==> config.mk <==
export PLATFORM = sky130hd
export DESIGN_NAME = wst_front_flat
export DESIGN_NICKNAME = d
export VERILOG_FILES = /design/src/design/wst_pkg.sv /design/src/design/wst_if.sv /design/src/design/wst_front.sv /design/src/flat_wrapper.sv
export SDC_FILE = /design/constraint.sdc
export NUM_CORES = 1
export LEC_CHECK = 0
export BUFFER_PORTS_ARGS = -buffer_cell sky130_fd_sc_hd__buf_2
export CORE_AREA = 3 3 206 208
export DETAILED_ROUTE_END_ITERATION = 8
export DIE_AREA = 0 0 209 211
export PLACE_DENSITY = 0.55
export SYNTH_ARGS = -nofsm -noshare
export SYNTH_HDL_FRONTEND = slang
export SYNTH_SLANG_ARGS = --single-unit
export TNS_END_PERCENT = 20
==> constraint.sdc <==
create_clock -name clk -period 3.25 [get_ports clk]
set_clock_uncertainty 0.05 [all_clocks]
set_input_delay 0.325 -clock clk [delete_from_list [all_inputs] [get_ports clk]]
set_output_delay 0.325 -clock clk [all_outputs]
set_load 0.05 [all_outputs]
==> src/design/wst_pkg.sv <==
// Shared widths, register codes, configuration and job types for the wave stencil step.
`timescale 1ns / 1ps
`default_nettype none
package wst_pkg;

	localparam int unsigned DATA_W         = 32;
	localparam int unsigned WIDE_W         = 48;
	localparam int unsigned COEF_W         = 31;
	localparam int unsigned CFG_IDX_W      = 3;
	localparam int unsigned MAX_POINTS_DEF = 1024;
	localparam int unsigned IDX_W_DEF      = $clog2(MAX_POINTS_DEF + 1);
	localparam int unsigned QUEUE_DEPTH    = 2;

	localparam logic [COEF_W-1:0] INV_DX2_RESET = COEF_W'(65536);
	localparam logic [COEF_W-1:0] INV_2DX_RESET = COEF_W'(32768);

	typedef enum logic [CFG_IDX_W-1:0] {
		REG_FIRST_STEP_MODE = 3'd0,
		REG_STEP_TIME       = 3'd1,
		REG_STEP_TIME_SQ    = 3'd2,
		REG_INV_DX2         = 3'd3,
		REG_INV_2DX         = 3'd4
	} cfg_reg_t;

	typedef struct packed {
		logic              first_step_mode;
		logic [COEF_W-1:0] step_time;
		logic [COEF_W-1:0] step_time_squared;
		logic [COEF_W-1:0] inv_space_step_squared;
		logic [COEF_W-1:0] inv_twice_space_step;
	} cfg_t;

	// One queued job: an interior update, a boundary word, or both (interior first).
	typedef struct packed {
		logic                     has_int;
		logic                     has_bnd;
		logic                     bnd_last;
		logic signed [DATA_W-1:0] right;
		logic signed [DATA_W-1:0] centre;
		logic signed [DATA_W-1:0] left;
		logic signed [DATA_W-1:0] back;
		logic signed [DATA_W-1:0] vel;
		logic signed [DATA_W-1:0] p;
		logic signed [DATA_W-1:0] q;
		logic signed [DATA_W-1:0] f;
		logic signed [DATA_W-1:0] bnd;
	} job_t;

endpackage
`default_nettype wire

==> src/design/wst_if.sv <==
// Stream interfaces for grid point words in and next-layer words out.
`timescale 1ns / 1ps
`default_nettype none
interface wst_in_if;
	import wst_pkg::*;

	logic                     valid;
	logic                     ready;
	logic signed [DATA_W-1:0] layer_value;
	logic signed [DATA_W-1:0] back_value;
	logic signed [DATA_W-1:0] velocity;
	logic signed [DATA_W-1:0] coef_p;
	logic signed [DATA_W-1:0] coef_q;
	logic signed [DATA_W-1:0] coef_f;
	logic signed [DATA_W-1:0] boundary_value;
	logic                     is_first;
	logic                     is_last;

	modport source (
		output valid, layer_value, back_value, velocity, coef_p, coef_q, coef_f,
		       boundary_value, is_first, is_last,
		input  ready
	);
	modport sink (
		input  valid, layer_value, back_value, velocity, coef_p, coef_q, coef_f,
		       boundary_value, is_first, is_last,
		output ready
	);
endinterface

`default_nettype wire

==> src/design/wst_front.sv <==
// Front end: accept grid point words, keep the three-point window, classify into jobs.
`timescale 1ns / 1ps
`default_nettype none
module wst_front #(
	parameter int unsigned MAX_POINTS = wst_pkg::MAX_POINTS_DEF,
	parameter int unsigned IDX_W      = $clog2(MAX_POINTS + 1)
) (
	input  wire               clk,
	input  wire               arst_n,
	wst_in_if.sink            items,
	output logic              push_valid,
	input  wire               push_ready,
	output wst_pkg::job_t     push_job,
	output logic [IDX_W-1:0]  push_idx
);
	import wst_pkg::*;

	localparam logic [IDX_W-1:0] LIMIT = IDX_W'(MAX_POINTS);

	logic signed [DATA_W-1:0] left_q;
	logic signed [DATA_W-1:0] centre_q;
	logic signed [DATA_W-1:0] back_q;
	logic signed [DATA_W-1:0] vel_q;
	logic signed [DATA_W-1:0] p_q;
	logic signed [DATA_W-1:0] q_q;
	logic signed [DATA_W-1:0] f_q;
	logic [IDX_W-1:0]         count_q;

	logic [IDX_W-1:0] idx;
	logic             last;
	logic             accept;

	always_comb begin
		idx  = items.is_first ? '0 : count_q;
		last = items.is_last || (idx >= LIMIT);

		push_job.has_int  = idx >= IDX_W'(2);
		push_job.has_bnd  = (idx == '0) || last;
		push_job.bnd_last = last;
		push_job.right    = items.layer_value;
		push_job.centre   = centre_q;
		push_job.left     = left_q;
		push_job.back     = back_q;
		push_job.vel      = vel_q;
		push_job.p        = p_q;
		push_job.q        = q_q;
		push_job.f        = f_q;
		push_job.bnd      = items.boundary_value;
		push_idx          = idx;

		// the second point of a layer yields no word unless it ends the layer
		push_valid  = items.valid && (push_job.has_int || push_job.has_bnd);
		items.ready = push_ready;
		accept      = items.valid && push_ready;
	end

	always_ff @(posedge clk or negedge arst_n) begin
		if (!arst_n) begin
			left_q   <= '0;
			centre_q <= '0;
			back_q   <= '0;
			vel_q    <= '0;
			p_q      <= '0;
			q_q      <= '0;
			f_q      <= '0;
			count_q  <= '0;
		end else if (accept) begin
			if (last) begin
				count_q <= '0;
			end else begin
				left_q   <= centre_q;
				centre_q <= items.layer_value;
				back_q   <= items.back_value;
				vel_q    <= items.velocity;
				p_q      <= items.coef_p;
				q_q      <= items.coef_q;
				f_q      <= items.coef_f;
				count_q  <= idx + IDX_W'(1);
			end
		end
	end

endmodule
`default_nettype wire

==> src/flat_wrapper.sv <==
// flat-port wrapper written by rule: the top's interface ports become plain ports
module wst_front_flat import wst_pkg::*;
#(
	parameter int unsigned MAX_POINTS = wst_pkg::MAX_POINTS_DEF,
	parameter int unsigned IDX_W      = $clog2(MAX_POINTS + 1)
)
  (clk, arst_n, push_valid, push_ready, push_job, push_idx, items_valid, items_layer_value, items_back_value, items_velocity, items_coef_p, items_coef_q, items_coef_f, items_boundary_value, items_is_first, items_is_last, items_ready);
  wst_in_if items_i ();
  input  wire clk;
  input  wire arst_n;
  output logic push_valid;
  input  wire push_ready;
  output wst_pkg::job_t push_job;
  output logic [IDX_W-1:0] push_idx;
  input wire logic [$bits(items_i.valid)-1:0] items_valid;
  input wire logic [$bits(items_i.layer_value)-1:0] items_layer_value;
  input wire logic [$bits(items_i.back_value)-1:0] items_back_value;
  input wire logic [$bits(items_i.velocity)-1:0] items_velocity;
  input wire logic [$bits(items_i.coef_p)-1:0] items_coef_p;
  input wire logic [$bits(items_i.coef_q)-1:0] items_coef_q;
  input wire logic [$bits(items_i.coef_f)-1:0] items_coef_f;
  input wire logic [$bits(items_i.boundary_value)-1:0] items_boundary_value;
  input wire logic [$bits(items_i.is_first)-1:0] items_is_first;
  input wire logic [$bits(items_i.is_last)-1:0] items_is_last;
  output wire logic [$bits(items_i.ready)-1:0] items_ready;
  assign items_i.valid = items_valid;
  assign items_i.layer_value = items_layer_value;
  assign items_i.back_value = items_back_value;
  assign items_i.velocity = items_velocity;
  assign items_i.coef_p = items_coef_p;
  assign items_i.coef_q = items_coef_q;
  assign items_i.coef_f = items_coef_f;
  assign items_i.boundary_value = items_boundary_value;
  assign items_i.is_first = items_is_first;
  assign items_i.is_last = items_is_last;
  assign items_ready = items_i.ready;
  wst_front #(.MAX_POINTS(MAX_POINTS), .IDX_W(IDX_W)) u_core (.clk(clk), .arst_n(arst_n), .items(items_i), .push_valid(push_valid), .push_ready(push_ready), .push_job(push_job), .push_idx(push_idx));
endmodule
======== After elaboration in Yosys (flattened, before gate mapping) ========
Cells that the tools add are included.
cells by class
  add/sub/neg operators ................... 1
  order comparisons ....................... 2
  mux-type cells .......................... 2
  bitwise logic cells ..................... 1
  reductions and logical operators ........ 7
operator list
  kind                   count
  $mux 11                2
  $add 11x1->11 const B  1
  $ge 11x11->1 const B   1
  $ge 11x2->1 const B    1
  $logic_not 11->1       1
  $logic_or 1x1->1       3
  $logic_and 1x1->1      2
  $reduce_and 2->1       1
  $not 1->1              1
word-level totals
  register bits ........................... 235
  bits of input ports ..................... 230
  output and inout port bits .............. 304
  logic and storage cells ................. 21

======== Depth between registers and ports, before layout ========
  word-level depth ........................ 6
  depth in mapped cells ................... 9
  depth with buffers taken out ............ 8

======== Worst setup path before layout ========
No wires, ideal clock.
  kind .................................... input to output
  start point ............................. input items_is_first
  end point ............................... output push_valid
  arrival time ............................ 2.101 ns
  data required time ...................... 2.875 ns
  setup slack ............................. 0.774 ns
  stages on the path ...................... 7
  buffers on the path ..................... 1
  cells stage by stage .................... buf_2 inv_1 nand2_1 inv_1 ha_1 nor3_1 a21oi_1
between the ends
  cells in the longest elaborated chain, start to end .. 6
RTL lines
  item                   RTL line            text
  start: declaration     flat_wrapper.sv:23  input wire logic [$bits(items_i.is_first)-1:0] items_is_first;
  $mux 11 (*)            wst_front.sv:34     idx = items.is_first ? '0 : count_q;
  via push_idx[1]        flat_wrapper.sv:14  output logic [IDX_W-1:0] push_idx;
  $ge 11x11->1           wst_front.sv:35     last = items.is_last || (idx >= LIMIT);
  $logic_or 1x1->1       wst_front.sv:35
  $logic_or 1x1->1       wst_front.sv:38     push_job.has_bnd = (idx == '0) || last;
  $logic_or 1x1->1 (*)   wst_front.sv:52     push_valid = items.valid && (push_job.has_int || push_job.has_bnd);
  $logic_and 1x1->1 (*)  wst_front.sv:52
  end: declaration       flat_wrapper.sv:11  output logic push_valid;
The timed path passes the listed nets; every way through them passes the cells marked *.

======== Worst setup path in the final report ========
  start point ............................. register u_core.count_q[1]
  end point ............................... output push_valid
between the ends
  cells in the longest elaborated chain, start to end .. 6
RTL lines
  item                      RTL line         text
  start: declaration        wst_front.sv:27  logic [IDX_W-1:0] count_q;
  start signal: assignment  wst_front.sv:78  count_q <= idx + IDX_W'(1);
  $mux 11 (*)               wst_front.sv:34
  $ge 11x11->1              wst_front.sv:35
  $logic_or 1x1->1          wst_front.sv:35
  $logic_or 1x1->1          wst_front.sv:38
  $logic_or 1x1->1 (*)      wst_front.sv:52
  $logic_and 1x1->1 (*)     wst_front.sv:52
Every way passes the cells marked *; elsewhere a longest branch is shown, timed or not.

==> metrics.txt <==
crit path time final 2.35 ns; Leak a little over 7 nW; share of layout cells above drive strength 1 between 40% and 50%; die area around 0.044 mm^2; DRT iter0 DRCs around 230; RSZ-0062 raised after global routing false; Setup CP Type flop to primary output; Tot GR Track Use a little under an eighth; crit end category primary output; Hold WC Path Type input pin to flop; Yosys cell types 39; global-route wire length before repair roughly 43 mm; crit path max fanout 5; Mapped Cells around 640; diode count 0; relative slew slack 60.5%; H-tree levels 1; max_cap viols 0; CP arrival slightly below 2 ns; VDD IR max between 0.4 and 0.5 mV; Synth top area share between 60% and 70%; wire length on met1 10.4 mm; Root Buffer Master clkbuf_16; initial antenna violation count 0; Seq. cell area roughly 0.0059 mm^2; Synth async-reset ratio 100%; mapped cell area approximately 0.0096 mm^2; Site Rows 74; number of global-route vias before repair 8,001; antenna viol nets, final 0; Yosys reg bits about 240; Starting Density a little under a quarter; WL met3 between 2 and 2.5 mm; Top Layer Used met4; hold_ws around 0.033 ns; Fin Setup TNS 0 ns; synth top area cells dfrtp_1, mux2_1, mux2_2; die height 211 um; WL/cell ~15 um; CTS Buf Count 26; # fillers 3,938; syn nets roughly 870; status complete, no violations; met2 routed WL approximately 14 mm; setup violators final 0; Syn-to-layout area delta 53.5%; fin. max-slew vios 0; Core Area between 0.04 and 0.05 mm^2; Clock Path Buffers 3; number of synthesized flops with an enable pin 0; # DRC 0; Post-synth top flop dfrtp_1; syn_area_per_cell about 15 um^2; post-CTS setup buffers 0; CTS tree yes; Worst-path clk slew 0.06 ns; YS warnings 0; largest net degree at the start of global routing 96; Critical Path Start Type flop; Worst-Skew Late Latency approximately 0.53 ns; Multi-input gate area about 0.0030 mm^2; pwr dens ~740 mW/mm^2; Die X about 210 um; leading area contributor after synthesis dfrtp_1; DRT Pass-1 Iters 4; Worst-Margin Slew about 0.6 ns; Clock Sinks between 200 and 250; I/O pins 534; final net count about 1,500; vias per inst ~4.1; vias roughly 7,300; Seq/Total Area, Yosys between 60% and 70%; Congestion Overflow GR 0; Fmax approximately 0.43 GHz; Hold Fails Final Rpt 0; gpl congestion a little under 0.8; Post-DP HPWL between 15 and 20 mm; crit share post-route a little over 70%; Routed Wire Length 27.6 mm; I/O Buffers between 400 and 500; CP required about 2.9 ns
==> cell usage after synthesis, drive strengths merged, types with 2 or more instances <==
library cell    n
inv             6
o31ai           5
nor4            2
and4b           2
ha              3
nor2            7
o21ai           7
dfrtp         235
and3            2
mux2          224
nor3            4
nor2b           7
nand3           5
nand2          12
a21oi           6
buf            92
clkbuf          2
==> registers in the layout (all words and copies together), names as in the netlist <==
| name | flops |
|---|---|
| u_core.centre_q | 32 |
| u_core.p_q | 32 |
| u_core.left_q | 32 |
| u_core.q_q | 32 |
| u_core.f_q | 32 |
| u_core.count_q | 11 |
| u_core.back_q | 32 |
| u_core.vel_q | 32 |
==> routing by layer <==
metal	vias up	global-route usage, %
met3	62	3.83
li1	3363	-
met4	0	4.13
met5	-	0
met2	342	21.7
met1	3501	13.0
==> placed cells by master (no fill, tap or decap), drive strengths merged, types with 2 or more instances in the layout <==
cell type    instances
nand2               12
dfrtp              235
nor2                 7
o21ai                7
dlygate4sd3        190
and3                 2
inv                  6
buf                480
nor2b                7
mux2               224
clkinv               2
a21oi                6
bufinv               2
nor3                 4
clkbuf              38
ha                   3
o31ai                5
nand3                5
and4b                2
nor4                 2
==> report_power, final <==
part           total (mW)  switching (mW)  leakage [nW]  internal, mW
clock                2.88            1.13         0.406          1.75
combinational        4.15            3.07          3.86          1.08
sequential           3.89           0.330          2.81          3.56
total                10.9            4.53          7.07          6.39
==> path summary, 6_finish.rpt <==
| check | startpoint | to | slack, ns | depth (start not counted) |
|---|---|---|---|---|
| max | u_core.count_q[1] | push_valid | 0.90 | 6 |
| min | items_layer_value[3] | u_core.centre_q[3] | 0.03 | 2 |
| max reg2reg | u_core.count_q[10] | u_core.q_q[4] | 1.24 | 6 |
| min reg2reg | u_core.left_q[17] | u_core.left_q[17] | 0.43 | 1 |
| max in group asynchronous | arst_n | u_core.f_q[1] | 2.03 | 3 |
| min in group asynchronous | arst_n | u_core.vel_q[9] | 0.30 | 2 |
==> worst max-delay path: stages, from the launching register on <==
cell	delay (ns)
dfrtp_1	0.43
nand2_1	0.11
inv_1	0.07
ha_1	0.21
o41ai_1	0.33
a21oi_1	0.07
buf_2	0.22
==> layout make-up <==
cell class	instances	share of cell area [%]
Clock inverter	4	0.473
Clock buffer	38	5.11
Tap cell	532	4.50
Sequential cell	235	39.7
Timing Repair Buffer	670	29.8
Inverter	6	0.152
Multi-Input combinational cell	301	20.3
==> what timing repair did <==
action	CTS	global route
endpoints found under the hold margin	256	0
gates resized for setup	0	0
hold buffers	190	0
==> cells by family (layout without fill, tap and decap cells) <==
group / count (synthesis) / count (layout) / share of synthesized area (%)
buffers and inverters: 100 / 718 / 7.89
DFF: 235 / 235 / 61.0
AOI/OAI and AO/OA: 27 / 27 / 1.91
adders and majority gates: 3 / 3 / 0.389
muxes: 224 / 224 / 26.2
and+or+nand+nor: 47 / 47 / 2.69
==> per-stage QoR <==
stage	util (%)	worst slack (ns)	std cells	power, mW	cell area [um^2]
3_3_place_gp	29.6	1.06	1554	7.88	12100
3_5_place_dp	29.6	1.02	1554	7.93	12100
5_1_grt	36.3	0.812	1786	11.4	14800
6_report	36.3	0.901	1786	10.9	14800
2_1_floorplan	-	0.774	636	6.93	9640
4_1_cts	36.3	0.863	1786	11.1	14800
Note: power is estimated with default switching activity, not from simulation.
