$ cat src/design/wst_pkg.sv
// Shared widths, register codes, configuration and job types for the wave stencil step.
`timescale 1ns / 1ps
`default_nettype none
package wst_pkg;

	localparam int unsigned DATA_W         = 32;
	localparam int unsigned WIDE_W         = 48;
	localparam int unsigned COEF_W         = 31;
	localparam int unsigned CFG_IDX_W      = 3;
	localparam int unsigned MAX_POINTS_DEF = 1024;
	localparam int unsigned IDX_W_DEF      = $clog2(MAX_POINTS_DEF + 1);
	localparam int unsigned QUEUE_DEPTH    = 2;

	localparam logic [COEF_W-1:0] INV_DX2_RESET = COEF_W'(65536);
	localparam logic [COEF_W-1:0] INV_2DX_RESET = COEF_W'(32768);

	typedef enum logic [CFG_IDX_W-1:0] {
		REG_FIRST_STEP_MODE = 3'd0,
		REG_STEP_TIME       = 3'd1,
		REG_STEP_TIME_SQ    = 3'd2,
		REG_INV_DX2         = 3'd3,
		REG_INV_2DX         = 3'd4
	} cfg_reg_t;

	typedef struct packed {
		logic              first_step_mode;
		logic [COEF_W-1:0] step_time;
		logic [COEF_W-1:0] step_time_squared;
		logic [COEF_W-1:0] inv_space_step_squared;
		logic [COEF_W-1:0] inv_twice_space_step;
	} cfg_t;

	// One queued job: an interior update, a boundary word, or both (interior first).
	typedef struct packed {
		logic                     has_int;
		logic                     has_bnd;
		logic                     bnd_last;
		logic signed [DATA_W-1:0] right;
		logic signed [DATA_W-1:0] centre;
		logic signed [DATA_W-1:0] left;
		logic signed [DATA_W-1:0] back;
		logic signed [DATA_W-1:0] vel;
		logic signed [DATA_W-1:0] p;
		logic signed [DATA_W-1:0] q;
		logic signed [DATA_W-1:0] f;
		logic signed [DATA_W-1:0] bnd;
	} job_t;

endpackage
`default_nettype wire

$ cat src/design/wst_queue.sv
// Short job queue between the front end and the arithmetic back end.
`timescale 1ns / 1ps
`default_nettype none
module wst_queue #(
	parameter int unsigned IDX_W = wst_pkg::IDX_W_DEF
) (
	input  wire               clk,
	input  wire               arst_n,
	input  wire               push_valid,
	output logic              push_ready,
	input  wst_pkg::job_t     push_job,
	input  wire [IDX_W-1:0]   push_idx,
	output logic              pop_valid,
	input  wire               pop_ready,
	output wst_pkg::job_t     pop_job,
	output logic [IDX_W-1:0]  pop_idx
);
	import wst_pkg::*;

	localparam int unsigned PTR_W = (QUEUE_DEPTH > 1) ? $clog2(QUEUE_DEPTH) : 1;
	localparam int unsigned CNT_W = $clog2(QUEUE_DEPTH + 1);
	localparam logic [PTR_W-1:0] LAST_PTR = PTR_W'(QUEUE_DEPTH - 1);
	localparam logic [CNT_W-1:0] FULL_CNT = CNT_W'(QUEUE_DEPTH);

	job_t             job_mem [QUEUE_DEPTH];
	logic [IDX_W-1:0] idx_mem [QUEUE_DEPTH];
	logic [PTR_W-1:0] wr_ptr_q;
	logic [PTR_W-1:0] rd_ptr_q;
	logic [CNT_W-1:0] cnt_q;

	logic do_push;
	logic do_pop;

	assign push_ready = cnt_q != FULL_CNT;
	assign pop_valid  = cnt_q != '0;
	assign do_push    = push_valid && push_ready;
	assign do_pop     = pop_valid && pop_ready;
	assign pop_job    = job_mem[rd_ptr_q];
	assign pop_idx    = idx_mem[rd_ptr_q];

	always_ff @(posedge clk) begin
		if (do_push) begin
			job_mem[wr_ptr_q] <= push_job;
			idx_mem[wr_ptr_q] <= push_idx;
		end
	end

	always_ff @(posedge clk or negedge arst_n) begin
		if (!arst_n) begin
			wr_ptr_q <= '0;
			rd_ptr_q <= '0;
			cnt_q    <= '0;
		end else begin
			if (do_push) begin
				wr_ptr_q <= (wr_ptr_q == LAST_PTR) ? '0 : wr_ptr_q + PTR_W'(1);
			end
			if (do_pop) begin
				rd_ptr_q <= (rd_ptr_q == LAST_PTR) ? '0 : rd_ptr_q + PTR_W'(1);
			end
			if (do_push && !do_pop) begin
				cnt_q <= cnt_q + CNT_W'(1);
			end else if (do_pop && !do_push) begin
				cnt_q <= cnt_q - CNT_W'(1);
			end
		end
	end

endmodule
`default_nettype wire

$ cat config.mk
export PLATFORM = sky130hd
export DESIGN_NAME = wst_queue
export DESIGN_NICKNAME = d
export VERILOG_FILES = /design/src/design/wst_pkg.sv /design/src/design/wst_queue.sv
export SDC_FILE = /design/constraint.sdc
export NUM_CORES = 1
export LEC_CHECK = 0
export ABC_AREA = 0
export ABC_CLOCK_PERIOD_IN_PS = 15400
export BUFFER_PORTS_ARGS = -buffer_cell sky130_fd_sc_hd__buf_4
export CAP_MARGIN = 20
export CORE_MARGIN = 1
export CORE_UTILIZATION = 40
export DETAILED_ROUTE_END_ITERATION = 8
export GPL_ROUTABILITY_DRIVEN = 0
export SLEW_MARGIN = 20
export SYNTH_ARGS = -nofsm -noshare
export SYNTH_HDL_FRONTEND = slang
export SYNTH_SLANG_ARGS = --single-unit
$ cat constraint.sdc
create_clock -name clk -period 15.4 [get_ports clk]
set_input_delay 2.31 -clock clk [delete_from_list [all_inputs] [get_ports clk]]
set_output_delay 2.31 -clock clk [all_outputs]
set_load 0.05 [all_outputs]
# Yosys cells after proc, flatten, opt, wreduce, memory -nomap -nowiden
# Memory sizes are Yosys's and may differ from the RTL's.
# Cells that the tools add are included.
[totals]
ramBits = 604
out_inout_bits = 304
input_bits = 306
n_memories = 2
elab_cells = 24
ff_bits = 4
[mem_list]
columns = ["name", "depth", "width", "rd", "rd_clocked_by_memory_dff", "write_ports", "line", "source"]
rows = [
  ["job_mem", 2, 291, 1, 0, 1, "wst_queue.sv:25", "job_t job_mem [QUEUE_DEPTH];"],
  ["idx_mem", 2, 11, 1, 0, 1, "wst_queue.sv:26", "logic [IDX_W-1:0] idx_mem [QUEUE_DEPTH];"],
]
[op_classes]
n_mux = 6
n_addsub = 4
n_reduce_logical = 8
n_eq_ne = 1
[ops]
columns = ["operator", "count"]
rows = [
  ["logical AND 1 bit", 4],
  ["2-to-1 mux 1 bit", 4],
  ["2-to-1 mux 2 bit", 2],
  ["nonzero test 2 bit", 2],
  ["adder 1 bit (second input constant)", 2],
  ["adder 2 x 1 -> 2 bit (second input constant)", 1],
  ["zero test 1 bit", 2],
  ["!= test 2 bit (second input constant)", 1],
  ["subtractor 2 x 1 -> 2 bit (second input constant)", 1],
]

# Longest topological paths before layout
# Gate-level depths: netlist of run 1.
[depth]
ltp_word = 6
mapped_depth = 7
mapped_depth_nobuf = 7

# Worst setup path before layout of run 1
# No wires, ideal clock.
[synth_timing]
path_type = "input-to-reg"
startpoint = "input push_valid"
endpoint = "memory idx_mem[0][0] in the netlist's numbering, enable pin"
t_required_ns = 14.427
path_buffers = 0
cell_stages = 2
setup_time_ns = 0.973
t_arrival_ns = 14.927
slack_ns = -0.500
cell_sequence = "nand2_1 nor2_1"
[synth_via]
elab_chain_len = 3
[synth_lines]
columns = ["element", "line", "source"]
rows = [
  ["start: declaration", "wst_queue.sv:9", "input wire push_valid,"],
  ["logical AND 1 bit", "wst_queue.sv:36", "assign do_push = push_valid && push_ready;"],
  ["2-to-1 mux 1 bit", "wst_queue.sv:42", "if (do_push) begin"],
  ["2-to-1 mux 1 bit (implied by the code)", "wst_queue.sv:44", "idx_mem[wr_ptr_q] <= push_idx;"],
  ["end: declaration", "wst_queue.sv:26", ""],
]
# Every way passes these cells.

==> results of run 1 <==
==> through the flow <==
stage	util [%]	hold slack, ns	area [µm²]
2_1_floorplan	-	0.4559	23120
6_report	53.63	0.5021	30420
4_1_cts	53.56	0.5099	30380
3_5_place_dp	50.05	0.4924	28380
3_3_place_gp	50.05	0.4798	28380
5_1_grt	53.62	0.5337	30410
==> power by group <==
group          switching, mW  total [mW]  internal [mW]
logic                   2.05        3.17           1.11
clock network          0.610        1.46          0.849
registers              0.118        2.38           2.27
total                   2.78        7.01           4.23
==> logic make-up (layout without fill, tap and decap cells) <==
family        Yosys count  in the layout  share of synthesized area (%)
flops                 608            608                          78.89
other cells             0              6                              0
fa+ha+maj               1              1                        0.05412
buf+inv                35            735                          1.624
xor+xnor                5              5                         0.1895
mux                   302            302                          19.10
simple gates            7              7                         0.1462
==> worst reg2reg max path, stage by stage (launching register included) <==
cell      delay (ns)
dfrtp_1         0.40
nand2b_1        0.17
nand2_1         0.14
nor2_4          0.78
buf_12          0.67
buf_4           0.85
==> registers in the layout, indices dropped and copies added, names as in the netlist <==
| register | cells |
|---|---|
| rd_ptr_q | 1 |
| idx_mem | 22 |
| wr_ptr_q | 1 |
| cnt_q | 2 |
| job_mem | 582 |
==> metal layers <==
metal | global-route usage [%] | vias up | wire length (µm)
li1 | - | 5141 | -
met1 | 18.73 | 5636 | 18770
met2 | 30.17 | 449 | 26970
met3 | 8.696 | 84 | 5700
met4 | 5.585 | 8 | 1278
met5 | 0 | - | 57
==> worst min-delay path by stage <==
| stage | from | endpoint | slack, ns | depth (start not counted) |
|---|---|---|---|---|
| 2_1_floorplan | cnt_q[1] | cnt_q[1] | 0.46 | 1 |
| 3_3_place_gp | cnt_q[1] | cnt_q[1] | 0.48 | 1 |
| 3_5_place_dp | cnt_q[1] | cnt_q[1] | 0.49 | 1 |
| 4_1_cts | cnt_q[1] | cnt_q[1] | 0.51 | 1 |
| 5_1_grt | cnt_q[1] | cnt_q[1] | 0.53 | 1 |
| 6_report | cnt_q[1] | cnt_q[1] | 0.50 | 1 |
==> cell type report <==
cell class	count	area (µm²)	area share [%]
flip-flops and latches	608	18240	59.97
multi-input cells	315	4517	14.85
clock buffers	91	1829	6.014
inverters	1	3.754	0.01234
well taps	756	945.9	3.110
clock inverters	24	161.4	0.5306
diodes	6	15.01	0.04936
repair buffers	619	4705	15.47
==> cells in the final DEF (no fill, tap or decap), types with 3 or more instances in the layout <==
cell,synthesis,final
buf_4,0,615
edfxtp_1,604,604
mux2_4,270,270
clkbuf_16,0,69
mux2_2,32,32
clkbuf_1,0,20
clkinv_2,0,12
diode_2,0,6
clkinv_1,0,5
xnor2_1,3,3
dfrtp_1,4,3
buf_12,0,3
==> impl_metrics.py, run 1 <==
metrics = {
    "status": {
        "outcome": "finished clean",
    },
    "job": {
        "maxCapViolCount": 0,
    },
    "critical_path": {
        "r2r_end": "job_mem[0][63]",
        "reg2regPathDepth": 5,
        "endpoint": "pop_job[286]",
        "cp_max_fo": 93,
        "path_buf_inv": 3,
        "path_delay_family": "flip-flops",
        "startpoint_type": "register",
        "startpoint": "rd_ptr_q",
        "max_stage_delay_ns": 1.09,
        "r2r_start": "cnt_q[0]",
        "path_cells": "buf_12, buf_16, mux2_2, buf_4",
        "end_kind": "output pin",
        "worstPathArrival_ns": 3.46,
        "cp_slowest_cell": "dfrtp_4",
        "cp.depth": 4,
        "cp.required_ns": 13.09,
        "critPathKind": "reg -> out",
        "worst-r2r-setup-slack_ns": 11.95,
    },
    "synth": {
        "synth_edf_count": 604,
        "synth_common_cells": "edfxtp_1 (604), mux2_4 (270), mux2_2 (32)",
        "synth_nets": 1265,
        "syn_inst": 958,
        "synth_top_cell_area_share_pct": 78.46,
        "ys_async_sr_fraction_pct": 0.6579,
        "yosysMostFrequentCell": "edfxtp_1",
        "avgSynthCellArea_um2": 24.13,
        "yosysWarnings": 0,
        "yosysTopAreaCell": "edfxtp_1",
        "synthTopCellsByArea": "edfxtp_1 (78%), mux2_4 (18%), mux2_2 (1.6%)",
        "ys_seq_elements": 608,
        "seq_area_frac_synth_pct": 78.89,
        "syn_area_mm2": 0.02312,
        "ys_types": 16,
        "synth_flop_cell": "edfxtp_1",
    },
    "global_routing": {
        "grt_max_degree": 145,
        "first_global_vias": 11868,
        "antenna_found_initial": 9,
        "grt_usage_pct": 17.55,
        "overflow": 0,
        "grt_first_pass_wirelength_um": 75630,
    },
    "floorplanning": {
        "start_util_pct": 40.76,
        "fp.coreArea_mm2": 0.05671,
        "die_h_um": 242.4,
        "die_w_um": 242.4,
        "row_count": 87,
        "dieArea_mm2": 0.05876,
        "num_io_pins": 610,
    },
    "drt": {
        "drc_errors": 0,
        "wl_per_cell_um": 21.81,
        "drtAntennaViolNets": 0,
        "drt_iter0_drc": 478,
        "via_count": 11318,
        "dr.pass1.iters": 5,
        "vias_per_cell": 4.677,
        "drt_wl_total_um": 52770,
    },
    "cells_and_area": {
        "fill_cells": 4511,
        "num-nets-final": 1919,
        "final_cells": 2420,
        "area_growth_pct": 31.58,
        "drive_above_1_share_pct": 61.22,
    },
    "clock_network": {
        "cts_resized": 0,
        "cts_setup_buffers": 0,
        "ctsRootBufferMaster": "clkbuf_16",
        "clock-sinks": 608,
        "insertion_delay_ns": 0.59,
        "cts_buffers": 67,
        "htree_levels": 3,
        "clkTransAtPathRegs_ns": 0.06,
        "cts_hold_buf": 0,
        "clock_path_buffers": 3,
        "cts_tree": "yes",
    },
    "placed_design": {
        "dpl.hpwl_um": 36040,
        "io_buffers": 609,
        "dp.cells": 2298,
        "dpl_worst_slack_ns": 9.906,
    },
    "timing": {
        "fin_ws_ns": 9.635,
        "post-route-period-util_pct": 37.44,
        "fin_skew_ns": 0.01641,
        "finalCriticalPeriod_ns": 5.765,
        "final-max-slew-violation-count": 0,
        "final.setup.tns_ns": 0,
        "max_freq_ghz": 0.1734,
        "relSlewSlack_pct": 30.65,
        "hold_viol": 0,
        "rsz0062_at_grt": "no",
        "setup_viol_count_final": 0,
        "tightest_slew_ns": 1.040,
    },
    "power": {
        "vdd_drop_max_mv": 0.1655,
        "p_leak_nw": 12.02,
        "finalPower_mw": 7.010,
        "power_density_mw_per_mm2": 230.4,
    },
    "hold_path": {
        "hold_class": "reg -> reg",
    },
}
No activity file was read; power rests on OpenSTA's default activity.
==> inputs of run 2 (changes only) <==
--- a/config.mk
+++ b/config.mk
@@ -6,7 +6,7 @@
 export NUM_CORES = 1
 export LEC_CHECK = 0
 export ABC_AREA = 0
-export ABC_CLOCK_PERIOD_IN_PS = 15400
+export ABC_CLOCK_PERIOD_IN_PS = 5900
 export BUFFER_PORTS_ARGS = -buffer_cell sky130_fd_sc_hd__buf_4
 export CAP_MARGIN = 20
 export CORE_MARGIN = 1
==> constraint.sdc (replaced) <==
create_clock -name clk -period 5.9 [get_ports clk]
set_input_delay 0.885 -clock clk [delete_from_list [all_inputs] [get_ports clk]]
set_output_delay 0.885 -clock clk [all_outputs]
set_load 0.05 [all_outputs]
==> run 2 against run 1 <==
Against the previous run:
- critical endpoint is now pop_job[83]
- largest cell class unchanged
- wire length is 4.1% higher
- via count grew 1.2%
- setup slack worse by 7.6 ns
- total power rose to 2.6 times the previous value
- hold slack got worse by 0.42 ns
==> impl_metrics.py, run 2 (synthesis results as in run 1) <==
metrics = {
    "status": {
        "outcome": "finished clean",
    },
    "timing": {
        "finalCriticalPeriod_ns": 3.847,
        "setup_viol_count_final": 0,
        "rsz0062_at_grt": "no",
        "fin_ws_ns": 2.053,
        "final-max-slew-violation-count": 0,
        "max_freq_ghz": 0.2599,
        "holdWs_ns": 0.08332,
        "tightest_slew_ns": 1.072,
        "relSlewSlack_pct": 28.56,
        "fin_skew_ns": 0.02568,
        "final.setup.tns_ns": 0,
        "hold_viol": 0,
        "post-route-period-util_pct": 65.20,
    },
    "critical_path": {
        "worstPathArrival_ns": 2.96,
        "cp.required_ns": 5.02,
        "worst-r2r-setup-slack_ns": 3.40,
        "cp_max_fo": 79,
        "end_kind": "output pin",
        "startpoint_type": "register",
        "r2r_end": "job_mem[0][206]",
        "reg2regPathDepth": 5,
        "r2r_start": "cnt_q[0]",
        "critPathKind": "reg -> out",
    },
    "cells_and_area": {
        "num-nets-final": 1923,
        "area_growth_pct": 32.17,
        "final_core_util_pct": 53.87,
        "drive_above_1_share_pct": 61.08,
        "final_common_cell": "buf_4",
        "reg_top3": "job_mem x582, idx_mem x22, cnt_q x2",
        "largest_reg_flops": 582,
        "stdcell_area_mm2": 0.03055,
        "max_flop_register": "job_mem",
        "final_cell_mix": "buf_4 (619), edfxtp_1 (604), mux2_4 (270), clkbuf_16 (67), mux2_2 (32)",
        "final_cells": 2422,
    },
    "drt": {
        "drtAntennaViolNets": 0,
        "dr.pass1.iters": 5,
        "vias_per_cell": 4.730,
        "via_count": 11457,
        "drc_errors": 0,
        "wl_per_cell_um": 22.68,
        "drt_iter0_drc": 480,
        "drt_wl_total_um": 54920,
    },
    "clock_network": {
        "cts_buffers": 66,
        "insertion_delay_ns": 0.59,
        "cts_tree": "yes",
        "ctsRootBufferMaster": "clkbuf_16",
        "cts_setup_buffers": 0,
        "cts_resized": 0,
        "clock-sinks": 608,
        "htree_levels": 3,
        "clkTransAtPathRegs_ns": 0.06,
        "cts_hold_buf": 0,
        "clock_path_buffers": 3,
    },
    "global_routing": {
        "overflow": 0,
        "grt_max_degree": 110,
        "grt_usage_pct": 18.23,
        "grt_first_pass_wirelength_um": 78030,
        "first_global_vias": 11890,
        "antenna_found_initial": 3,
    },
    "power": {
        "vdd_drop_max_mv": 0.3827,
        "finalPower_mw": 18.46,
        "p_leak_nw": 12.08,
        "power_density_mw_per_mm2": 604.3,
    },
    "floorplanning": {
        "row_count": 87,
        "num_io_pins": 610,
        "die_h_um": 242.4,
        "fp.coreArea_mm2": 0.05671,
        "start_util_pct": 40.76,
        "dieArea_mm2": 0.05876,
        "die_w_um": 242.4,
    },
    "placed_design": {
        "dp.cells": 2304,
        "dpl_worst_slack_ns": 2.651,
        "io_buffers": 609,
        "dpl_cell_area_mm2": 0.02846,
        "dpl.hpwl_um": 38340,
    },
    "hold_path": {
        "hold_class": "in -> async",
    },
    "job": {
        "maxCapViolCount": 0,
    },
}
## run 2: how the worst max path moves through the flow
stage / from / endpoint / cells after the start
3_3_place_gp: rd_ptr_q / pop_job[289] / 3
4_1_cts: rd_ptr_q / pop_job[83] / 3
5_1_grt: rd_ptr_q / pop_job[86] / 3
2_1_floorplan: push_valid / idx_mem[0][0] / 2
3_5_place_dp: rd_ptr_q / pop_job[83] / 3
6_report: rd_ptr_q / pop_job[83] / 3
## run 2: cell type report
class	instances	area, µm²
Clock inverter	23	282.8
Clock buffer	94	1808
Multi-Input combinational cell	315	4522
Fill cell	4540	26160
Antenna cell	1	2.502
Inverter	1	3.754
Timing Repair Buffer	624	4747
Tap cell	756	945.9
Sequential cell	608	18240
## run 2: report_power, final
| part | leakage (nW) | internal [mW] | switching [mW] |
|---|---|---|---|
| clock | 1.01 | 2.36 | 1.62 |
| sequential | 5.66 | 5.91 | 0.356 |
| combinational | 5.41 | 2.90 | 5.31 |
| total | 12.1 | 11.2 | 7.29 |
## run 2: per-layer routing
| metal | track usage [%] | wire (µm) | part of all wire (%) | vias up |
|---|---|---|---|---|
| met2 | 32.07 | 28810 | 52 | 448 |
| met1 | 20.02 | 20100 | 37 | 5783 |
| met5 | 0 | 23 | 0.042 | - |
| met4 | 6.348 | 1179 | 2.1 | 4 |
| li1 | - | - | - | 5144 |
| met3 | 6.924 | 4813 | 8.8 | 78 |
## run 2: worst max-delay path: stages (launching register included)
cell	delay, ns
dfrtp_4	1.14
buf_12	0.49
mux2_4	0.36
buf_4	0.19
