===== src/design/wst_pkg.sv =====
// Shared widths, register codes, configuration and job types for the wave stencil step.
`timescale 1ns / 1ps
`default_nettype none
package wst_pkg;

	localparam int unsigned DATA_W         = 32;
	localparam int unsigned WIDE_W         = 48;
	localparam int unsigned COEF_W         = 31;
	localparam int unsigned CFG_IDX_W      = 3;
	localparam int unsigned MAX_POINTS_DEF = 1024;
	localparam int unsigned IDX_W_DEF      = $clog2(MAX_POINTS_DEF + 1);
	localparam int unsigned QUEUE_DEPTH    = 2;

	localparam logic [COEF_W-1:0] INV_DX2_RESET = COEF_W'(65536);
	localparam logic [COEF_W-1:0] INV_2DX_RESET = COEF_W'(32768);

	typedef enum logic [CFG_IDX_W-1:0] {
		REG_FIRST_STEP_MODE = 3'd0,
		REG_STEP_TIME       = 3'd1,
		REG_STEP_TIME_SQ    = 3'd2,
		REG_INV_DX2         = 3'd3,
		REG_INV_2DX         = 3'd4
	} cfg_reg_t;

	typedef struct packed {
		logic              first_step_mode;
		logic [COEF_W-1:0] step_time;
		logic [COEF_W-1:0] step_time_squared;
		logic [COEF_W-1:0] inv_space_step_squared;
		logic [COEF_W-1:0] inv_twice_space_step;
	} cfg_t;

	// One queued job: an interior update, a boundary word, or both (interior first).
	typedef struct packed {
		logic                     has_int;
		logic                     has_bnd;
		logic                     bnd_last;
		logic signed [DATA_W-1:0] right;
		logic signed [DATA_W-1:0] centre;
		logic signed [DATA_W-1:0] left;
		logic signed [DATA_W-1:0] back;
		logic signed [DATA_W-1:0] vel;
		logic signed [DATA_W-1:0] p;
		logic signed [DATA_W-1:0] q;
		logic signed [DATA_W-1:0] f;
		logic signed [DATA_W-1:0] bnd;
	} job_t;

endpackage
`default_nettype wire


===== src/design/wst_if.sv =====
// Stream interfaces for grid point words in and next-layer words out.
`timescale 1ns / 1ps
`default_nettype none


interface wst_out_if #(
	parameter int unsigned IDX_W = wst_pkg::IDX_W_DEF
);
	import wst_pkg::*;

	logic                     valid;
	logic                     ready;
	logic signed [DATA_W-1:0] new_value;
	logic [IDX_W-1:0]         point_index;
	logic                     saturated;
	logic                     last_of_layer;

	modport source (
		output valid, new_value, point_index, saturated, last_of_layer,
		input  ready
	);
	modport sink (
		input  valid, new_value, point_index, saturated, last_of_layer,
		output ready
	);
endinterface
`default_nettype wire


===== src/design/wst_mulq.sv =====
// Multi-cycle Q16.16 multiplier: 48 x 32 bits in two 25 x 32 passes, floor shift, 48-bit clip.
`timescale 1ns / 1ps
`default_nettype none
module wst_mulq (
	input  wire                                    clk,
	input  wire                                    arst_n,
	input  wire                                    start,
	input  wire logic signed [wst_pkg::WIDE_W-1:0] a,
	input  wire logic signed [wst_pkg::DATA_W-1:0] b,
	output logic                                   busy,
	output logic                                   done,
	output logic signed [wst_pkg::WIDE_W-1:0]      y,
	output logic                                   clip
);
	import wst_pkg::*;

	localparam int unsigned HALF_W = WIDE_W / 2;
	localparam int unsigned PART_W = HALF_W + 1;
	localparam int unsigned PROD_W = PART_W + DATA_W;
	localparam int unsigned FULL_W = PROD_W + HALF_W;
	localparam int unsigned SHFT_W = FULL_W - 16;

	typedef enum logic [1:0] {PH_LO, PH_HI, PH_SUM} phase_t;

	phase_t                   ph_q;
	logic                     busy_q;
	logic                     done_q;
	logic signed [WIDE_W-1:0] a_q;
	logic signed [DATA_W-1:0] b_q;
	logic signed [PROD_W-1:0] prod_q;
	logic signed [PROD_W-1:0] lo_q;
	logic signed [WIDE_W-1:0] y_q;
	logic                     clip_q;

	logic signed [PART_W-1:0] part;
	logic signed [PROD_W-1:0] prod;
	logic signed [FULL_W-1:0] full;
	logic [SHFT_W-1:0]        shifted;
	logic                     fits;

	always_comb begin
		if (ph_q == PH_LO) begin
			part = $signed({1'b0, a_q[HALF_W-1:0]});
		end else begin
			part = $signed({a_q[WIDE_W-1], a_q[WIDE_W-1:HALF_W]});
		end
		prod    = part * b_q;
		// high partial weighs 2^24; the sum is exact, then floor by 2^16
		full    = $signed({prod_q, {HALF_W{1'b0}}}) + $signed({{HALF_W{lo_q[PROD_W-1]}}, lo_q});
		shifted = full[FULL_W-1:16];
		fits    = (&shifted[SHFT_W-1:WIDE_W-1]) | ~(|shifted[SHFT_W-1:WIDE_W-1]);
	end

	always_ff @(posedge clk or negedge arst_n) begin
		if (!arst_n) begin
			ph_q   <= PH_LO;
			busy_q <= 1'b0;
			done_q <= 1'b0;
		end else begin
			done_q <= 1'b0;
			if (busy_q) begin
				case (ph_q)
					PH_LO: begin
						prod_q <= prod;
						ph_q   <= PH_HI;
					end
					PH_HI: begin
						lo_q   <= prod_q;
						prod_q <= prod;
						ph_q   <= PH_SUM;
					end
					PH_SUM: begin
						if (fits) begin
							y_q <= shifted[WIDE_W-1:0];
						end else begin
							y_q <= shifted[SHFT_W-1] ? {1'b1, {(WIDE_W-1){1'b0}}}
							                          : {1'b0, {(WIDE_W-1){1'b1}}};
						end
						clip_q <= !fits;
						done_q <= 1'b1;
						busy_q <= 1'b0;
						ph_q   <= PH_LO;
					end
					default: begin
						ph_q <= PH_LO;
					end
				endcase
			end else if (start) begin
				a_q    <= a;
				b_q    <= b;
				ph_q   <= PH_LO;
				busy_q <= 1'b1;
			end
		end
	end

	assign busy = busy_q;
	assign done = done_q;
	assign y    = y_q;
	assign clip = clip_q;

endmodule
`default_nettype wire


===== src/design/wst_back.sv =====
// Back end: sequence the stencil arithmetic on a shared multiplier and drive result words.
`timescale 1ns / 1ps
`default_nettype none
module wst_back #(
	parameter int unsigned IDX_W = wst_pkg::IDX_W_DEF
) (
	input  wire               clk,
	input  wire               arst_n,
	input  wst_pkg::cfg_t     cfg,
	input  wire               pop_valid,
	output logic              pop_ready,
	input  wst_pkg::job_t     pop_job,
	input  wire [IDX_W-1:0]   pop_idx,
	wst_out_if.source         results
);
	import wst_pkg::*;

	localparam int unsigned SUM_W = WIDE_W + 2;

	typedef enum logic [3:0] {
		ST_IDLE, ST_LAP, ST_DER1, ST_DER2, ST_REACT, ST_FORCE,
		ST_TIME, ST_VEL, ST_FINAL, ST_EMIT_INT, ST_EMIT_BND
	} state_t;

	typedef struct packed {
		logic                     clip;
		logic signed [WIDE_W-1:0] v;
	} wide_t;

	function automatic logic [SUM_W-1:0] sxn(input logic [DATA_W-1:0] x);
		return {{(SUM_W-DATA_W){x[DATA_W-1]}}, x};
	endfunction

	function automatic logic [SUM_W-1:0] sxw(input logic [WIDE_W-1:0] x);
		return {{(SUM_W-WIDE_W){x[WIDE_W-1]}}, x};
	endfunction

	function automatic wide_t sat48(input logic [SUM_W-1:0] x);
		wide_t r;
		r.clip = !((&x[SUM_W-1:WIDE_W-1]) | ~(|x[SUM_W-1:WIDE_W-1]));
		if (!r.clip) begin
			r.v = x[WIDE_W-1:0];
		end else begin
			r.v = x[SUM_W-1] ? {1'b1, {(WIDE_W-1){1'b0}}} : {1'b0, {(WIDE_W-1){1'b1}}};
		end
		return r;
	endfunction

	// second difference r - 2c + l, never clips at 48 bits
	function automatic logic [WIDE_W-1:0] lap(input job_t j);
		logic [SUM_W-1:0] t;
		t = sxn(j.right) - sxn(j.centre) - sxn(j.centre) + sxn(j.left);
		return t[WIDE_W-1:0];
	endfunction

	state_t                   state_q;
	job_t                     job_q;
	logic [IDX_W-1:0]         idx_q;
	logic signed [WIDE_W-1:0] s_q;
	logic signed [WIDE_W-1:0] t_q;
	logic signed [WIDE_W-1:0] vt_q;
	logic signed [DATA_W-1:0] res_q;
	logic                     clip_q;

	logic                     out_valid_q;
	logic signed [DATA_W-1:0] out_value_q;
	logic [IDX_W-1:0]         out_index_q;
	logic                     out_sat_q;
	logic                     out_last_q;

	logic                     mstart;
	logic signed [WIDE_W-1:0] ma;
	logic signed [DATA_W-1:0] mb;
	logic                     mbusy;
	logic                     mdone;
	logic signed [WIDE_W-1:0] my;
	logic                     mclip;

	wide_t                    sum_m;
	wide_t                    sum_f;
	logic [SUM_W-1:0]         fin;
	logic                     fin_fits;
	logic signed [DATA_W-1:0] fin_val;
	logic                     slot_free;
	logic [SUM_W-1:0]         d1;
	logic signed [WIDE_W-1:0] centre_w;
	logic signed [WIDE_W-1:0] vel_w;
	logic                     emit;

	wst_mulq u_mulq (
		.clk    (clk),
		.arst_n (arst_n),
		.start  (mstart),
		.a      (ma),
		.b      (mb),
		.busy   (mbusy),
		.done   (mdone),
		.y      (my),
		.clip   (mclip)
	);

	always_comb begin
		sum_m    = sat48(sxw(s_q) + sxw(my));
		sum_f    = sat48(sxw(s_q) + sxn(job_q.f));
		d1       = sxn(job_q.right) - sxn(job_q.left);
		centre_w = {{(WIDE_W-DATA_W){job_q.centre[DATA_W-1]}}, job_q.centre};
		vel_w    = {{(WIDE_W-DATA_W){job_q.vel[DATA_W-1]}}, job_q.vel};
		if (cfg.first_step_mode) begin
			fin = sxn(job_q.centre) + sxw(vt_q) + sxw(t_q >>> 1);
		end else begin
			fin = sxn(job_q.centre) + sxn(job_q.centre) - sxn(job_q.back) + sxw(t_q);
		end
		fin_fits = (&fin[SUM_W-1:DATA_W-1]) | ~(|fin[SUM_W-1:DATA_W-1]);
		if (fin_fits) begin
			fin_val = fin[DATA_W-1:0];
		end else begin
			fin_val = fin[SUM_W-1] ? {1'b1, {(DATA_W-1){1'b0}}} : {1'b0, {(DATA_W-1){1'b1}}};
		end
		slot_free = !out_valid_q || results.ready;
		emit      = slot_free && (state_q == ST_EMIT_INT || state_q == ST_EMIT_BND);

		mstart    = 1'b0;
		ma        = '0;
		mb        = '0;
		pop_ready = 1'b0;
		case (state_q)
			ST_IDLE: begin
				pop_ready = 1'b1;
				if (pop_valid && pop_job.has_int) begin
					mstart = 1'b1;
					ma     = lap(pop_job);
					mb     = {1'b0, cfg.inv_space_step_squared};
				end
			end
			ST_LAP: begin
				if (mdone) begin
					mstart = 1'b1;
					ma     = d1[WIDE_W-1:0];
					mb     = job_q.p;
				end
			end
			ST_DER1: begin
				if (mdone) begin
					mstart = 1'b1;
					ma     = my;
					mb     = {1'b0, cfg.inv_twice_space_step};
				end
			end
			ST_DER2: begin
				if (mdone) begin
					mstart = 1'b1;
					ma     = centre_w;
					mb     = job_q.q;
				end
			end
			ST_FORCE: begin
				mstart = 1'b1;
				ma     = sum_f.v;
				mb     = {1'b0, cfg.step_time_squared};
			end
			ST_TIME: begin
				if (mdone && cfg.first_step_mode) begin
					mstart = 1'b1;
					ma     = vel_w;
					mb     = {1'b0, cfg.step_time};
				end
			end
			default: begin
				mstart = 1'b0;
			end
		endcase
	end

	always_ff @(posedge clk or negedge arst_n) begin
		if (!arst_n) begin
			state_q     <= ST_IDLE;
			out_valid_q <= 1'b0;
		end else begin
			if (out_valid_q && results.ready && !emit) begin
				out_valid_q <= 1'b0;
			end
			case (state_q)
				ST_IDLE: begin
					if (pop_valid) begin
						job_q   <= pop_job;
						idx_q   <= pop_idx;
						clip_q  <= 1'b0;
						state_q <= pop_job.has_int ? ST_LAP : ST_EMIT_BND;
					end
				end
				ST_LAP: begin
					if (mdone) begin
						s_q     <= my;
						clip_q  <= clip_q | mclip;
						state_q <= ST_DER1;
					end
				end
				ST_DER1: begin
					if (mdone) begin
						clip_q  <= clip_q | mclip;
						state_q <= ST_DER2;
					end
				end
				ST_DER2: begin
					if (mdone) begin
						s_q     <= sum_m.v;
						clip_q  <= clip_q | mclip | sum_m.clip;
						state_q <= ST_REACT;
					end
				end
				ST_REACT: begin
					if (mdone) begin
						s_q     <= sum_m.v;
						clip_q  <= clip_q | mclip | sum_m.clip;
						state_q <= ST_FORCE;
					end
				end
				ST_FORCE: begin
					clip_q  <= clip_q | sum_f.clip;
					state_q <= ST_TIME;
				end
				ST_TIME: begin
					if (mdone) begin
						t_q     <= my;
						clip_q  <= clip_q | mclip;
						state_q <= cfg.first_step_mode ? ST_VEL : ST_FINAL;
					end
				end
				ST_VEL: begin
					if (mdone) begin
						vt_q    <= my;
						clip_q  <= clip_q | mclip;
						state_q <= ST_FINAL;
					end
				end
				ST_FINAL: begin
					res_q   <= fin_val;
					clip_q  <= clip_q | !fin_fits;
					state_q <= ST_EMIT_INT;
				end
				ST_EMIT_INT: begin
					if (slot_free) begin
						out_valid_q <= 1'b1;
						out_value_q <= res_q;
						out_index_q <= idx_q - IDX_W'(1);
						out_sat_q   <= clip_q;
						out_last_q  <= 1'b0;
						state_q     <= job_q.has_bnd ? ST_EMIT_BND : ST_IDLE;
					end
				end
				ST_EMIT_BND: begin
					if (slot_free) begin
						out_valid_q <= 1'b1;
						out_value_q <= job_q.bnd;
						out_index_q <= idx_q;
						out_sat_q   <= 1'b0;
						out_last_q  <= job_q.bnd_last;
						state_q     <= ST_IDLE;
					end
				end
				default: begin
					state_q <= ST_IDLE;
				end
			endcase
		end
	end

	assign results.valid         = out_valid_q;
	assign results.new_value     = out_value_q;
	assign results.point_index   = out_index_q;
	assign results.saturated     = out_sat_q;
	assign results.last_of_layer = out_last_q;

	a_done_in_wait: assert property (@(posedge clk) disable iff (!arst_n)
		mdone |-> (state_q == ST_LAP || state_q == ST_DER1 || state_q == ST_DER2 ||
		           state_q == ST_REACT || state_q == ST_TIME || state_q == ST_VEL))
		else $error("multiplier finished outside a wait state");

	a_pop_mul_idle: assert property (@(posedge clk) disable iff (!arst_n)
		(pop_valid && pop_ready) |-> !mbusy)
		else $error("job taken while multiplier still busy");

	a_layer_end_clean: assert property (@(posedge clk) disable iff (!arst_n)
		(out_valid_q && out_last_q) |-> !out_sat_q)
		else $error("boundary word flagged as clipped");

	a_int_index: assert property (@(posedge clk) disable iff (!arst_n)
		(state_q == ST_EMIT_INT) |-> (idx_q >= IDX_W'(2)))
		else $error("interior word for a point below index one");

endmodule
`default_nettype wire


===== src/flat_wrapper.sv =====
// flat-port wrapper written by rule: the top's interface ports become plain ports
module wst_back_flat import wst_pkg::*;
#(
	parameter int unsigned IDX_W = wst_pkg::IDX_W_DEF
)
  (clk, arst_n, cfg, pop_valid, pop_ready, pop_job, pop_idx, results_valid, results_new_value, results_point_index, results_saturated, results_last_of_layer, results_ready);
  wst_out_if #(.IDX_W(IDX_W)) results_i ();
  input  wire clk;
  input  wire arst_n;
  input  wst_pkg::cfg_t cfg;
  input  wire pop_valid;
  output logic pop_ready;
  input  wst_pkg::job_t pop_job;
  input  wire [IDX_W-1:0] pop_idx;
  output wire logic [$bits(results_i.valid)-1:0] results_valid;
  output wire logic [$bits(results_i.new_value)-1:0] results_new_value;
  output wire logic [$bits(results_i.point_index)-1:0] results_point_index;
  output wire logic [$bits(results_i.saturated)-1:0] results_saturated;
  output wire logic [$bits(results_i.last_of_layer)-1:0] results_last_of_layer;
  input wire logic [$bits(results_i.ready)-1:0] results_ready;
  assign results_valid = results_i.valid;
  assign results_new_value = results_i.new_value;
  assign results_point_index = results_i.point_index;
  assign results_saturated = results_i.saturated;
  assign results_last_of_layer = results_i.last_of_layer;
  assign results_i.ready = results_ready;
  wst_back #(.IDX_W(IDX_W)) u_core (.clk(clk), .arst_n(arst_n), .cfg(cfg), .pop_valid(pop_valid), .pop_ready(pop_ready), .pop_job(pop_job), .pop_idx(pop_idx), .results(results_i));
endmodule

===== config.mk =====
export PLATFORM = sky130hd
export DESIGN_NAME = wst_back_flat
export DESIGN_NICKNAME = d
export VERILOG_FILES = /design/src/design/wst_pkg.sv /design/src/design/wst_if.sv /design/src/design/wst_mulq.sv /design/src/design/wst_back.sv /design/src/flat_wrapper.sv
export SDC_FILE = /design/constraint.sdc
export NUM_CORES = 2
export LEC_CHECK = 0
export BUFFER_PORTS_ARGS = -buffer_cell sky130_fd_sc_hd__buf_2
export CAP_MARGIN = 20
export CORE_UTILIZATION = 31
export DETAILED_ROUTE_END_ITERATION = 7
export HOLD_SLACK_MARGIN = 0.08
export SLEW_MARGIN = 40
export SYNTH_ARGS = -nofsm -noshare
export SYNTH_HDL_FRONTEND = slang
export SYNTH_SLANG_ARGS = --single-unit
export TNS_END_PERCENT = 10

===== constraint.sdc =====
create_clock -name clk -period 26.3 [get_ports clk]
set_input_delay 5.26 -clock clk [delete_from_list [all_inputs] [get_ports clk]]
set_output_delay 5.26 -clock clk [all_outputs]
set_load 0.005 [all_outputs]

**Word-level counts from Yosys, hierarchy flattened**

Index checks and enable logic that the tools add are counted.

- Bits of input ports: 431
- Output and inout port bits: 47
- Word-level logic and storage cells: 195
- Bits in registers: 775

- Mux-type cells: 69
- Bitwise logic cells: 13
- $mul: 1
- Equal/unequal tests: 23
- $add $sub $neg: 13
- Reduce and logical (&&, ||, !) cells: 44

Operator list:

| cell | number |
|---|---|
| 48-bit 2-to-1 mux | 13 |
| 48-bit one-hot mux with 6 select lines | 1 |
| 32-bit 2-to-1 mux | 6 |
| 32-bit one-hot mux with 6 select lines | 1 |
| 50-bit adder | 2 |
| 48-bit one-hot mux with 2 select lines | 1 |
| 31-bit 2-to-1 mux | 3 |
| 81-bit by 57-bit adder with 81-bit output | 1 |
| 32-bit by 32-bit subtractor with 33-bit output | 2 |
| 32-bit one-hot mux with 2 select lines | 1 |
| 25-bit by 32-bit multiplier with 57-bit output | 1 |
| 50-bit 2-to-1 mux | 1 |
| 50-bit subtractor | 1 |
| 32-bit by 48-bit adder with 49-bit output | 1 |
| 48-bit by 32-bit adder with 49-bit output | 1 |
| 48-bit by 48-bit adder with 49-bit output | 1 |
| 48-bit adder | 1 |
| 4-bit 2-to-1 mux | 12 |
| 4-bit one-hot mux with 11 select lines | 1 |
| 33-bit by 32-bit subtractor with 34-bit output | 1 |
| 32-bit by 32-bit adder with 33-bit output | 1 |
| 3-bit AND reduction | 9 |
| 25-bit 2-to-1 mux | 1 |
| 11-bit 2-to-1 mux | 2 |
| other kinds (36) | 98 |

**Logic depth before layout (Yosys ltp)**

- Depth in word-level cells: 10
- Mapped depth: 35
- Depth with buffers taken out: 34

**Cells and area by module**

A second synthesis with hierarchy kept.

- Cells, all modules: 7696
- Area total of the unflattened synthesis: 77637.0 µm²

Modules (own cells, without submodules):

| module | instances | sequential area each (µm²) | cells each | area each (µm²) |
|---|---|---|---|---|
| wst_mulq | 1 | 6916.6 | 3890 | 39238.9 |
| wst_back | 1 | 15830.2 | 3806 | 38398.1 |

**Worst setup path after synthesis**

OpenSTA, ideal clock, no wires.

- Path kind: input port to flip-flop
- From: in arst_n
- To: reg u_core.job_q, in the netlist u_core.centre_w[0], enable pin
- Arrival: 12.155 ns
- Path slack: 13.441 ns
- Required time: 25.596 ns
- Path buffers: 0
- Setup time: 0.704 ns
- Stages on the path: 1
- Path through: and3_1

- Word-level cells in the longest chain between the ends: 1

RTL lines:

| what | RTL line | RTL |
|---|---|---|
| start, declared | flat_wrapper.sv:9 | `input wire arst_n;` |
| 3-bit AND reduction (no line) | n/a |  |
| end signal, assigned | wst_back.sv:185 | `job_q <= pop_job;` |
| end, declared | wst_back.sv:57 | `job_t job_q;` |

No other way between the ends.
A chain may end at the register's enable or synchronous reset.

**Worst setup path in the final report**

- From: in pop_job[256] (netlist name)
- To: reg u_core.u_mulq.a_q[41] (data pin)

- Word-level cells in the longest chain between the ends: 5

RTL lines:

| what | RTL line | RTL |
|---|---|---|
| start, declared | flat_wrapper.sv:13 | `input wst_pkg::job_t pop_job;` |
| 32-bit by 32-bit subtractor with 33-bit output | wst_back.sv:52 | `t = sxn(j.right) - sxn(j.centre) - sxn(j.centre) + sxn(j.left);` |
| 33-bit by 32-bit subtractor with 34-bit output | wst_back.sv:52 |  |
| 48-bit adder | wst_back.sv:52 |  |
| 48-bit 2-to-1 mux | wst_back.sv:129 | `if (pop_valid && pop_job.has_int) begin` |
| 48-bit one-hot mux with 6 select lines | wst_back.sv:126 | `case (state_q)` |
| net u_core.ma[41] | wst_back.sv:72 | `logic signed [WIDE_W-1:0] ma;` |
| end signal, assigned | wst_mulq.sv:89 | `a_q <= a;` |
| end, declared | wst_mulq.sv:28 | `logic signed [WIDE_W-1:0] a_q;` |

The timed path passes the listed nets, and every way through them passes these cells.

==> qor.yml <==
setup_path:
  cp_slowest_cell: "o41ai_1"
  r2r_start: "u_core.u_mulq.ph_q[1]"
  cp.arrival_ns: 11.30
  r2r_end: "u_core.u_mulq.prod_q[56]"
  worst_setup_path_start_kind: "input port"
  r2r_setup_slack_ns: 16.04
  crit_fanout: 7
  worstRegToRegCells: 31
  cpPeakStageDelay_ns: 0.73
  critPathKind: "in2reg"
  cp.required_ns: 26.90
  path_depth: 31
  crit_path_start: "pop_job[256]"
  crit_buf_inv: 2
  cp-endpoint: "u_core.u_mulq.a_q[41]"
  cp_top_family: "compound AO/OA/AOI/OAI gates"
  crit_top_cell: "a21oi_1"
  crit_path_end_kind: "flop"
route:
  wl_met1_um: 104100
  drt-initial-drc-count: 5266
  dr.pass1.iters: 8
  wl_met3_um: 18520
  wl_met2_um: 117300
  wl_per_cell_um: 21.56
  highest_layer: "met5"
  route.antenna.remaining_nets: 0
  vias: 60340
  drc: 0
  routed_via_density: 5.172
  drt_wl_total_um: 251600
timing:
  slew_headroom_pct: 34.00
  worst_clock_skew_ns: 0.08064
  setup_violations: 0
  rsz0062_at_grt: "false"
  tns_ns: 0
  max_freq_mhz: 93.42
  hold_violations: 0
  fin_crit_ns: 10.70
  slew_viol_final: 0
  tightest_slew_ns: 0.9900
  finalCritPeriodShare_pct: 40.70
synthesis:
  synth_seq_cells: 759
  synth-seq-area-share_pct: 29.18
  muxShareOfSynthArea_pct: 1.008
  synthAdderAreaFrac_pct: 31.37
  syn-num-nets: 9716
  synth_compound_area_share_pct: 14.00
  yosysTopAreaCell: "edfxtp_1"
  synth.distinct_cells: 93
  yosys_most_used_dff: "edfxtp_1"
  yosysWarnings: 0
  synth_most_common_cell: "inv_1"
  synthXorXnorAreaFrac_pct: 4.540
  synthDominantCellAreaShare_pct: 28.89
  synth-simple-area-share_pct: 12.82
  synthCells: 7855
  synth_edf_count: 750
  synthesis.area_um2: 77940
  yosys-top-cells-count: "1158 x inv_1, 882 x nand2_1, 874 x fa_1"
  synth.top_cells.by_area: "edfxtp_1 29%, fa_1 22%, ha_1 8.9%"
  syn_avg_cell_area_um2: 9.923
  synth_top_family_by_area: "adder cells"
  synth-async-reset-ratio_pct: 1.186
floorplan:
  ios: 478
  dieArea_um2: 253400
  coreArea_um2: 249300
  die_y_um: 503.4
  rows: 183
  start_util_pct: 31.26
  die_w_um: 503.4
global_routing:
  grt_max_degree: 72
  grt-ovfl-total: 0
  grt_pass1_vias: 62280
  antenna_found_initial: 44
  groute.usage.overall_pct: 19.66
  grt_pass1_wl_um: 377700
clocking:
  cts.clk_slew.worst_paths_ns: 0.06
  cts_buffers: 92
  clk_latency_ns: 0.78
  post_cts_buffers: 0
  cts_max_path_buffers: 3
  cts_tree: "built"
  cts_hold_buf: 0
  h-tree-depth: 3
  clock_sink_count: 759
  cts_resized: 0
  cts_root_buf: "clkbuf_16"
placed_design:
  dp_hpwl_um: 199600
  port_buffers: 477
  gp_congestion: 0.9623
final_layout:
  final_nets: 10080
  drive_gt1_share_pct: 10.21
  num-fill-cells: 25090
  multiInputGateArea_um2: 49890
  syn_to_final_growth_pct: 12.33
  register_area_um2: 22750
run_status:
  outcome: "completed"
worst_hold_path:
  hold_class: "reg2reg"
flow_run:
  drv_cap: 0
## cell usage in the layout (no fill, tap or decap), types with 59 or more instances in the layout
cell type / instances
nor2_1: 279
and2_1: 308
xor2_1: 144
inv_1: 1157
o21a_1: 64
edfxtp_1: 750
clkbuf_16: 92
a222oi_1: 59
nand2b_1: 75
o21bai_1: 61
a21o_1: 244
o21ai_0: 350
buf_4: 87
buf_2: 477
ha_1: 556
a21oi_1: 442
nor3_1: 69
nand3_1: 110
nor2b_1: 92
fa_1: 874
xnor2_1: 259
nand2_1: 882
## worst min path at each step
stage,startpoint,slack (ns),endpoint,cells after the start
2_1_floorplan,u_core.u_mulq.prod_q[16],0.43,u_core.u_mulq.lo_q[16],0
3_3_place_gp,u_core.u_mulq.prod_q[38],0.45,u_core.u_mulq.lo_q[38],0
3_5_place_dp,u_core.u_mulq.prod_q[37],0.45,u_core.u_mulq.lo_q[37],0
4_1_cts,u_core.u_mulq.prod_q[38],0.45,u_core.u_mulq.lo_q[38],0
5_1_grt,u_core.u_mulq.prod_q[38],0.46,u_core.u_mulq.lo_q[38],0
6_report,u_core.u_mulq.prod_q[41],0.45,u_core.u_mulq.lo_q[41],0
## flip-flops by register name, summed over array words and instances, names as in the netlist, 2 cells and up
signal                      flops
u_core.vt_q                    48
u_core.u_mulq.b_q              32
u_core.idx_q                   11
u_core.results.point_index     11
u_core.u_mulq.prod_q           57
u_core.u_mulq.a_q              48
u_core.res_q                   32
u_core.u_mulq.ph_q              2
u_core.s_q                     48
u_core.results.new_value       32
u_core.t_q                     48
u_core.u_mulq.y                48
u_core.u_mulq.lo_q             41
u_core.centre_w                32
u_core.state_q                  4
u_core.job_q                  258
## cell families (layout without fill, tap and decap cells)
group,after synthesis,in the layout
other,0,39
buffers and inverters,1459,1901
DFF,759,759
adders and majority gates,1430,1430
and+or+nand+nor,2078,2078
AOI/OAI and AO/OA,1651,1651
xor gates and xnor gates,404,404
muxes,74,74
## per-stage QoR
step	instance area (µm²)	setup WS [ns]	instances	hold WS (ns)	utilization, %
3_3_place_gp	84160	14.89	11450	0.4452	33.75
2_1_floorplan	77940	13.44	7855	0.4334	-
6_report	87550	15.60	11670	0.4519	35.11
5_1_grt	87530	15.30	11660	0.4644	35.10
4_1_cts	87440	15.79	11630	0.4518	35.07
3_5_place_dp	84290	15.02	11460	0.4452	33.80
## layer usage
metal / vias to the layer above / GRT usage (%)
met5: - / 0
met4: 4 / 8.874
met3: 503 / 3.474
met2: 2393 / 32.41
met1: 29970 / 25.06
li1: 27470 / -
## final cells by class
type | instances | share of cell area (%)
Antenna cell | 39 | 0.1115
Clock buffer | 101 | 2.668
Clock inverter | 68 | 0.9261
Inverter | 1159 | 4.970
Multi-Input combinational cell | 5637 | 56.98
Sequential cell | 759 | 25.98
Tap cell | 3330 | 4.759
Timing Repair Buffer | 573 | 3.603
Power is not shown: default switching activity piles up to over one toggle a cycle in this logic, so the estimate is an artifact.
